`src/hdl/alfr_pkg.sv`:
```
// shared constants, types and helpers for the additive lagged fibonacci generator
package alfr_pkg;

   localparam int TABLE_DEGREE   = 31;
   localparam int TAP_SEPARATION = 3;
   localparam int WARMUP_ROUNDS  = 10;
   localparam int WARMUP_DRAWS   = TABLE_DEGREE * WARMUP_ROUNDS;

   localparam int MS_MULT = 16807;
   localparam int MS_QUOT = 127773;
   localparam int MS_REM  = 2836;
   localparam int MS_MOD  = 2147483647;

   localparam int WORD_W   = 32;
   localparam int RAND_W   = 31;
   localparam int X_W      = 33;
   localparam int IDX_W    = $clog2(TABLE_DEGREE);
   localparam int WARM_W   = $clog2(WARMUP_DRAWS);
   localparam int QUO_W    = 15;
   localparam int REM_W    = $clog2(MS_QUOT);
   localparam int P2_W     = 27;
   localparam int RECIP_SH = 48;

   // ceil(2^48 / 127773), exact quotient for dividends up to 2^31
   localparam logic [WORD_W-1:0] RECIP_MUL = WORD_W'(
      ((64'd1 << RECIP_SH) + 64'(MS_QUOT) - 64'd1) / 64'(MS_QUOT));

   localparam logic REQ_DRAW   = 1'b0;
   localparam logic REQ_RESEED = 1'b1;

   typedef enum logic [3:0] {
      ST_IDLE,
      ST_SEED0,
      ST_DIV_LOAD,
      ST_DIV_QUO,
      ST_DIV_REM,
      ST_MULT,
      ST_STORE,
      ST_DRAW_RD,
      ST_DRAW_WR
   } state_type;

   typedef struct packed {
      logic             seed_cap;
      logic             seed_one;
      logic             seed_wr0;
      logic             div_load;
      logic             div_quo;
      logic             div_rem;
      logic             mult;
      logic             store;
      logic             draw_wr;
      logic             rsp_load;
      logic [IDX_W-1:0] tbl_idx;
   } cmd_type;

   function automatic logic [IDX_W-1:0] adv_idx(input logic [IDX_W-1:0] i);
      logic [IDX_W-1:0] r;
      if (i == IDX_W'(TABLE_DEGREE - 1)) begin
         r = '0;
      end else begin
         r = i + IDX_W'(1);
      end
      return r;
   endfunction

endpackage

```
`src/hdl/alfr_ram.sv`:
```
// generic ram, one write port and two registered read ports
module alfr_ram #(
   parameter int WIDTH = 32,
   parameter int DEPTH = 32
) (
   input  logic                     clock,
   input  logic                     wr_en,
   input  logic [$clog2(DEPTH)-1:0] wr_addr,
   input  logic [WIDTH-1:0]         wr_data,
   input  logic [$clog2(DEPTH)-1:0] rd_addr_a,
   input  logic [$clog2(DEPTH)-1:0] rd_addr_b,
   output logic [WIDTH-1:0]         rd_data_a,
   output logic [WIDTH-1:0]         rd_data_b
);

   logic [WIDTH-1:0] mem_ff [DEPTH];
   logic [WIDTH-1:0] rd_a_ff;
   logic [WIDTH-1:0] rd_b_ff;

   always_ff @(posedge clock) begin
      if (wr_en) begin
         mem_ff[wr_addr] <= wr_data;
      end
      rd_a_ff <= mem_ff[rd_addr_a];
      rd_b_ff <= mem_ff[rd_addr_b];
   end

   assign rd_data_a = rd_a_ff;
   assign rd_data_b = rd_b_ff;

endmodule

```
`src/hdl/alfr_dp.sv`:
```
// datapath: seed arithmetic, lag table and result register
module alfr_dp (
   input  logic                   clock,
   input  logic                   reset,
   input  alfr_pkg::cmd_type      cmd,
   input  logic [31:0]            req_seed_value,
   output logic [30:0]            rsp_rand_value
);
   import alfr_pkg::*;

   logic [WORD_W-1:0]       seed_ff, seed_in;
   logic signed [X_W-1:0]   x_ff, x_in;
   logic [WORD_W-1:0]       mag_ff, mag_in;
   logic [QUO_W-1:0]        quo_ff, quo_in;
   logic [REM_W-1:0]        rem_ff, rem_in;
   logic                    neg_ff, neg_in;
   logic [WORD_W-1:0]       p1_ff, p1_in;
   logic [P2_W-1:0]         p2_ff, p2_in;
   logic [IDX_W-1:0]        front_ff, front_in;
   logic [IDX_W-1:0]        rear_ff, rear_in;
   logic [RAND_W-1:0]       rand_ff, rand_in;

   logic [WORD_W-1:0]       abs_x;
   logic [2*WORD_W-1:0]     recip_prod;
   logic [WORD_W-1:0]       quo_back;
   logic signed [X_W-1:0]   diff;
   logic signed [X_W-1:0]   signed_t;
   logic signed [X_W-1:0]   fixed_t;
   logic [WORD_W-1:0]       word_a, word_b, sum;
   logic                    wr_en;
   logic [IDX_W-1:0]        wr_addr;
   logic [WORD_W-1:0]       wr_data;

   always_comb begin
      abs_x      = x_ff[X_W-1] ? WORD_W'(-x_ff) : x_ff[WORD_W-1:0];
      recip_prod = (2*WORD_W)'(mag_ff) * (2*WORD_W)'(RECIP_MUL);
      quo_back   = WORD_W'(WORD_W'(quo_ff) * WORD_W'(MS_QUOT));
      diff     = $signed({1'b0, p1_ff}) - $signed({{(X_W - P2_W){1'b0}}, p2_ff});
      signed_t = neg_ff ? -diff : diff;
      fixed_t  = signed_t[X_W-1] ? signed_t + X_W'(MS_MOD) : signed_t;
      sum      = word_a + word_b;

      seed_in  = seed_ff;
      x_in     = x_ff;
      mag_in   = mag_ff;
      quo_in   = quo_ff;
      rem_in   = rem_ff;
      neg_in   = neg_ff;
      p1_in    = p1_ff;
      p2_in    = p2_ff;
      front_in = front_ff;
      rear_in  = rear_ff;
      rand_in  = rand_ff;

      if (cmd.seed_cap) begin
         if (cmd.seed_one || req_seed_value == '0) begin
            seed_in = WORD_W'(1);
         end else begin
            seed_in = req_seed_value;
         end
      end
      if (cmd.seed_wr0) begin
         x_in     = $signed({seed_ff[WORD_W-1], seed_ff});
         front_in = IDX_W'(TAP_SEPARATION);
         rear_in  = '0;
      end
      if (cmd.div_load) begin
         mag_in = abs_x;
         neg_in = x_ff[X_W-1];
      end
      if (cmd.div_quo) begin
         quo_in = recip_prod[RECIP_SH +: QUO_W];
      end
      if (cmd.div_rem) begin
         rem_in = REM_W'(mag_ff - quo_back);
      end
      if (cmd.mult) begin
         p1_in = WORD_W'(WORD_W'(rem_ff) * WORD_W'(MS_MULT));
         p2_in = P2_W'(P2_W'(quo_ff) * P2_W'(MS_REM));
      end
      if (cmd.store) begin
         x_in = fixed_t;
      end
      if (cmd.draw_wr) begin
         front_in = adv_idx(front_ff);
         rear_in  = adv_idx(rear_ff);
      end
      if (cmd.rsp_load) begin
         rand_in = sum[WORD_W-1:1];
      end

      wr_en   = cmd.seed_wr0 | cmd.store | cmd.draw_wr;
      wr_addr = cmd.draw_wr ? front_ff : cmd.tbl_idx;
      if (cmd.draw_wr) begin
         wr_data = sum;
      end else if (cmd.store) begin
         wr_data = fixed_t[WORD_W-1:0];
      end else begin
         wr_data = seed_ff;
      end
   end

   always_ff @(posedge clock) begin
      if (reset) begin
         front_ff <= IDX_W'(TAP_SEPARATION);
         rear_ff  <= '0;
      end else begin
         front_ff <= front_in;
         rear_ff  <= rear_in;
      end
      seed_ff <= seed_in;
      x_ff    <= x_in;
      mag_ff  <= mag_in;
      quo_ff  <= quo_in;
      rem_ff  <= rem_in;
      neg_ff  <= neg_in;
      p1_ff   <= p1_in;
      p2_ff   <= p2_in;
      rand_ff <= rand_in;
   end

   alfr_ram #(
      .WIDTH(WORD_W),
      .DEPTH(TABLE_DEGREE)
   ) u_table (
      .clock     (clock),
      .wr_en     (wr_en),
      .wr_addr   (wr_addr),
      .wr_data   (wr_data),
      .rd_addr_a (front_ff),
      .rd_addr_b (rear_ff),
      .rd_data_a (word_a),
      .rd_data_b (word_b)
   );

   assign rsp_rand_value = rand_ff;

endmodule

```
`src/hdl/alfr_ctrl.sv`:
```
// controller: sequences seeding, warmup draws and result beats
module alfr_ctrl (
   input  logic              clock,
   input  logic              reset,
   input  logic              req_valid,
   output logic              req_stall,
   input  logic              req_type,
   output logic              rsp_valid,
   input  logic              rsp_stall,
   output alfr_pkg::cmd_type cmd
);
   import alfr_pkg::*;

   state_type          state_ff, state_in;
   logic               seeded_ff, seeded_in;
   logic               pend_ff, pend_in;
   logic               user_ff, user_in;
   logic [IDX_W-1:0]   idx_ff, idx_in;
   logic [WARM_W-1:0]  warm_ff, warm_in;
   logic               rsp_valid_ff, rsp_valid_in;

   always_ff @(posedge clock) begin
      if (reset) begin
         state_ff     <= ST_IDLE;
         seeded_ff    <= 1'b0;
         pend_ff      <= 1'b0;
         user_ff      <= 1'b0;
         idx_ff       <= '0;
         warm_ff      <= '0;
         rsp_valid_ff <= 1'b0;
      end else begin
         state_ff     <= state_in;
         seeded_ff    <= seeded_in;
         pend_ff      <= pend_in;
         user_ff      <= user_in;
         idx_ff       <= idx_in;
         warm_ff      <= warm_in;
         rsp_valid_ff <= rsp_valid_in;
      end
   end

   always_comb begin
      state_in    = state_ff;
      seeded_in   = seeded_ff;
      pend_in     = pend_ff;
      user_in     = user_ff;
      idx_in      = idx_ff;
      warm_in     = warm_ff;
      cmd         = '0;
      cmd.tbl_idx = idx_ff;
      req_stall   = (state_ff != ST_IDLE);

      unique case (state_ff)
         ST_IDLE: begin
            if (req_valid) begin
               if (req_type == REQ_RESEED) begin
                  cmd.seed_cap = 1'b1;
                  pend_in      = 1'b0;
                  state_in     = ST_SEED0;
               end else if (seeded_ff) begin
                  user_in  = 1'b1;
                  state_in = ST_DRAW_RD;
               end else begin
                  cmd.seed_cap = 1'b1;
                  cmd.seed_one = 1'b1;
                  pend_in      = 1'b1;
                  state_in     = ST_SEED0;
               end
            end
         end
         ST_SEED0: begin
            cmd.seed_wr0 = 1'b1;
            cmd.tbl_idx  = '0;
            seeded_in    = 1'b1;
            idx_in       = IDX_W'(1);
            state_in     = ST_DIV_LOAD;
         end
         ST_DIV_LOAD: begin
            cmd.div_load = 1'b1;
            state_in     = ST_DIV_QUO;
         end
         ST_DIV_QUO: begin
            cmd.div_quo = 1'b1;
            state_in    = ST_DIV_REM;
         end
         ST_DIV_REM: begin
            cmd.div_rem = 1'b1;
            state_in    = ST_MULT;
         end
         ST_MULT: begin
            cmd.mult = 1'b1;
            state_in = ST_STORE;
         end
         ST_STORE: begin
            cmd.store = 1'b1;
            if (idx_ff == IDX_W'(TABLE_DEGREE - 1)) begin
               warm_in  = '0;
               user_in  = 1'b0;
               state_in = ST_DRAW_RD;
            end else begin
               idx_in   = idx_ff + IDX_W'(1);
               state_in = ST_DIV_LOAD;
            end
         end
         ST_DRAW_RD: begin
            state_in = ST_DRAW_WR;
         end
         ST_DRAW_WR: begin
            if (!user_ff || !rsp_valid_ff || !rsp_stall) begin
               cmd.draw_wr = 1'b1;
               if (user_ff) begin
                  cmd.rsp_load = 1'b1;
                  state_in     = ST_IDLE;
               end else begin
                  warm_in = warm_ff + WARM_W'(1);
                  if (warm_ff == WARM_W'(WARMUP_DRAWS - 1)) begin
                     if (pend_ff) begin
                        pend_in  = 1'b0;
                        user_in  = 1'b1;
                        state_in = ST_DRAW_RD;
                     end else begin
                        state_in = ST_IDLE;
                     end
                  end else begin
                     state_in = ST_DRAW_RD;
                  end
               end
            end
         end
         default: begin
            state_in = ST_IDLE;
         end
      endcase

      rsp_valid_in = cmd.rsp_load | (rsp_valid_ff & rsp_stall);
   end

   assign rsp_valid = rsp_valid_ff;

endmodule

```
`src/hdl/additive_lagged_fibonacci_rng.sv`:
```
// top level of the additive lagged fibonacci random number generator
// usage:
//   request channel (req_valid / req_stall): req_type selects a draw or a
//   reseed; req_seed_value is used on a reseed only, zero acts as one.
//   result channel (rsp_valid / rsp_stall): one beat of rsp_rand_value per
//   draw, none per reseed.
//   a draw holds req_stall high after its beat through a read of both
//   lag words and then the add and write-back, which waits while an
//   earlier result beat is stalled; the result is registered with the
//   write-back. a reseed holds req_stall high through the seed store,
//   then for each of the other 30 table words the magnitude load, a
//   reciprocal multiply for the quotient, the remainder, the two products
//   and the store, then 310 warmup draws, each a read and a write-back.
//   a draw before any reseed first seeds with one, then makes its draw.
//   reset returns the indices to 3 and 0, marks the table unseeded and
//   drops any pending result; the table contents are not cleared.
//   while a result beat is stalled the result register holds it; a new
//   request is still taken, and a following draw waits before its write.
module additive_lagged_fibonacci_rng (
   input  logic        clock,
   input  logic        reset,
   input  logic        req_valid,
   output logic        req_stall,
   input  logic        req_type,
   input  logic [31:0] req_seed_value,
   output logic        rsp_valid,
   input  logic        rsp_stall,
   output logic [30:0] rsp_rand_value
);
   import alfr_pkg::*;

   cmd_type cmd;

   alfr_ctrl u_ctrl (
      .clock     (clock),
      .reset     (reset),
      .req_valid (req_valid),
      .req_stall (req_stall),
      .req_type  (req_type),
      .rsp_valid (rsp_valid),
      .rsp_stall (rsp_stall),
      .cmd       (cmd)
   );

   alfr_dp u_dp (
      .clock          (clock),
      .reset          (reset),
      .cmd            (cmd),
      .req_seed_value (req_seed_value),
      .rsp_rand_value (rsp_rand_value)
   );

endmodule

```
`config.mk`:
```
export PLATFORM = sky130hd
export DESIGN_NAME = additive_lagged_fibonacci_rng
export DESIGN_NICKNAME = d
export VERILOG_FILES = /design/src/hdl/alfr_pkg.sv /design/src/hdl/alfr_ram.sv /design/src/hdl/alfr_dp.sv /design/src/hdl/alfr_ctrl.sv /design/src/hdl/additive_lagged_fibonacci_rng.sv
export SDC_FILE = /design/constraint.sdc
export NUM_CORES = 2
export LEC_CHECK = 0
export ABC_CLOCK_PERIOD_IN_PS = 7800
export BUFFER_PORTS_ARGS = -buffer_cell sky130_fd_sc_hd__buf_2
export CORE_MARGIN = 4
export CORE_UTILIZATION = 25
export CTS_BUF_LIST = sky130_fd_sc_hd__clkbuf_2
export DETAILED_ROUTE_END_ITERATION = 16
export PLACE_DENSITY = 0.48
export SETUP_SLACK_MARGIN = 0.2
export SLEW_MARGIN = 25
export SYNTH_ARGS = -nofsm -noshare
export SYNTH_HDL_FRONTEND = slang
export SYNTH_SLANG_ARGS = --single-unit
export TNS_END_PERCENT = 20
```
`constraint.sdc`:
```
create_clock -name clock -period 7.8 [get_ports clock]
set_input_delay 1.56 -clock clock [delete_from_list [all_inputs] [get_ports clock]]
set_output_delay 1.56 -clock clock [all_outputs]
set_load 0.02 [all_outputs]
```
==> flow_summary.yaml <==
global_routing:
  use_met2: 0.269
  met3_usage: 0.0219
  antenna_found_initial: 19
  busiest_layer: "met2"
  grt_use_total: 0.155
  grt_util_met1: 0.198
  grt_pass1_vias: 58100
  grt_pass1_wl_mm: 407
  grt-ovfl-total: 0
  grt_max_degree: 133
critical_path:
  startpoint: "u_dp.mag_ff[23]$_DFFE_PP_"
  cpPeakStageDelay_ps: 620
  path_common_cell: "fa_1"
  start_kind: "register"
  r2r_start: "u_dp.mag_ff[23]$_DFFE_PP_"
  end_kind: "register"
  critPathTopFamily: "adder cells"
  crit_buf_inv: 5
  worst-path-max-fanout: 4
  cp.required_ps: 9190
  path_class: "register to register"
  crit_arrival_ps: 9230
  r2r_slack_ps: -40
  slowest_stage: "fa_1"
  reg2reg_to: "u_dp.quo_ff[14]$_DFFE_PP_"
  reg2regPathDepth: 27
yosys:
  synthSimpleGateAreaFrac: 0.0473
  muxShareOfSynthArea: 0.167
  syn-cell-area_mm2: 0.0871
  yosysWarnings: 0
  synth_ff_type: "edfxtp_1"
  synthXorXnorAreaFrac: 0.0220
  synth_enable_flop_cells: 1210
  synth_nets: 7447
  syn_area_per_cell_um2: 14.1
  async_flop_share: 0
  synth_compound_area_frac: 0.0538
  synthCells: 6168
  synth_fa_ha_area_frac: 0.222
  synth_top_family_by_area: "adder cells"
  seq_area_frac_synth: 0.439
  ys_types: 85
  yosys_register_bits: 1306
route:
  drc: 0
  wire_per_inst_um: 24.3
  drt_iter0_markers: 4232
  ant_nets: 0
  wl_mm: 279
  via_per_inst: 4.76
  via_count: 54600
  firstDrtPassIters: 8
timing:
  min_period_over_period: 1.01
  hold_viol: 0
  tightestPinTransition_ps: 1110
  slew_headroom: 0.260
  finClkSkew_ps: 324
  clock.fmax_mhz: 128
  setup_ws_ps: -39.9
  fin_crit_ps: 7840
  setup-violations-final: 3
  rsz0062_at_grt: "yes"
  final-max-slew-violation-count: 0
final_layout:
  nets: 7908
  area_delta_synth_final_pct: 12.9
  regArea_mm2: 0.0383
  drive_above_1_share: 0.238
  multi_input_area_mm2: 0.0451
  fillers: 35400
run_status:
  violations: "setup timing"
  status: "finished, violations left"
place:
  place_ws_ps: -381
  io_buffers: 69
  hpwl_mm: 192
  place.gp.congestion: 0.866
die:
  die_w_um: 598
  die_h_um: 598
  rows: 216
  design.core.area_mm2: 0.346
  start_util: 0.251
  ioPinCount: 70
  dieArea_mm2: 0.358
cts:
  cts_made_buffers: 365
  cts_tree: "done"
  ctsHtreeMaxLevel: 5
  cts.clk_slew.worst_paths_ps: 100
  insertion_delay_ps: 1790
  clockBufferDepth: 4
  clock-sinks: 1306
  cts_root_buffer: "clkbuf_2"
hold_path:
  hold_depth: 2
  min_to: "u_dp.seed_ff[16]$_SDFFCE_PP0P_"
  worstHoldPathType: "input port to register"
  min_from: "req_seed_value[16]"
flow_run:
  cap_violations: 0
==> synthesized netlist by cell type (all sizes together) (67+ instances only) <==
| master | instances | area share |
|---|---|---|
| a21o | 69 | 0.0060 |
| a21oi | 171 | 0.0099 |
| buf | 67 | 0.0033 |
| clkbuf | 172 | 0.0074 |
| dfxtp | 96 | 0.022 |
| edfxtp | 1210 | 0.42 |
| fa | 510 | 0.12 |
| ha | 732 | 0.11 |
| inv | 872 | 0.038 |
| mux2 | 80 | 0.010 |
| mux2i | 72 | 0.0083 |
| mux4 | 572 | 0.15 |
| nand2 | 255 | 0.011 |
| nand3 | 78 | 0.0045 |
| nor2 | 209 | 0.0090 |
| o21ai | 175 | 0.010 |
| xnor2 | 152 | 0.015 |
==> cell usage in the layout, fill, tap and decap left out, drive strengths merged, types with 152 or more instances in the layout <==
cell type	synthesis	final
nand2	255	255
inv	872	876
a21oi	171	171
mux4	572	572
xnor2	152	152
nor2	209	209
buf	67	307
clkbuf	172	516
fa	510	510
edfxtp	1210	1210
o21ai	175	175
ha	732	732
==> through the flow <==
stage	util	hold WS, ps	TNS [ps]	cells	cell area [um2]
finish	0.284	309	-77.0	11500	98300
global route	0.284	77.1	-2960	11500	98300
detailed placement	0.273	497	-2030	10800	94600
floorplan	-	453	0	6168	87100
CTS	0.283	3.36	-68.7	11500	98100
global placement	0.272	483	-1100	10800	94400
==> state kept, by name (all words and copies together) (netlist names), 31 cells and up <==
| signal | count |
|---|---|
| u_dp.seed_ff | 32 |
| u_dp.u_table.mem_ff | 992 |
| u_dp.x_ff | 33 |
| u_dp.mag_ff | 32 |
| u_dp.u_table.rd_data_b | 32 |
| u_dp.u_table.rd_data_a | 32 |
| u_dp.p1_ff | 32 |
| u_dp.rsp_rand_value | 31 |
==> kinds of logic after synthesis <==
kind of cell / after synthesis
compound gates: 713
xor+xnor: 218
fa+ha+maj: 1242
buf+inv: 1111
flops: 1306
mux: 724
simple gates: 854
==> metal layers <==
layer	share of wire	vias up	wire length [um]
li1	-	24000	-
met1	0.41	28600	115000
met2	0.50	1610	140000
met3	0.048	434	13500
met4	0.034	6	9520
met5	0.00017	-	47
==> cell type report <==
class / instances / share of cell area
diodes: 14 / 0.000356
clock inverters: 107 / 0.00555
well taps: 4578 / 0.0583
multi-input cells: 3751 / 0.459
inverters: 872 / 0.0333
clock buffers: 516 / 0.0263
flip-flops and latches: 1306 / 0.390
repair buffers: 333 / 0.0275
==> worst reg2reg max path, cell delays in order, from the launching register on <==
cell and delay (ps):
edfxtp_1 530, fa_1 620, inv_1 60, fa_1 480
inv_1 60, fa_1 490, inv_2 50, fa_1 530
inv_1 50, fa_1 520, fa_1 460, fa_1 550
fa_1 460, ha_4 300, nand4_1 130, nor3_2 170
nand4_1 150, or4_1 430, a21o_1 160, a31oi_1 160
a211oi_1 70, buf_4 160, o221ai_4 220, a41o_1 300
a21oi_2 90, a21oi_2 170, a21oi_2 80, xnor2_1 120
==> repair_timing <==
action                                  in CTS  in global routing
hold endpoints to repair                    26                  0
hold buffers                                26                  0
resized for setup                           18                 10
endpoints found under the setup margin      12                 15
pin swaps                                   11                  8
buffers inserted                            10                  3
==> worst max path at each step <==
stage                                 to  slack [ps]  cells after the start
3_5_place_dp   u_dp.quo_ff[14]$_DFFE_PP_        -380                     27
5_1_grt        u_dp.quo_ff[14]$_DFFE_PP_        -370                     27
4_1_cts         u_dp.quo_ff[9]$_DFFE_PP_         -50                     28
3_3_place_gp   u_dp.quo_ff[14]$_DFFE_PP_        -270                     27
2_1_floorplan  u_dp.quo_ff[14]$_DFFE_PP_         210                     26
6_report       u_dp.quo_ff[14]$_DFFE_PP_         -40                     27
Power is left out: the tool's default activity adds up to more than one toggle a clock period on the data nets, which glitch-free logic cannot reach.
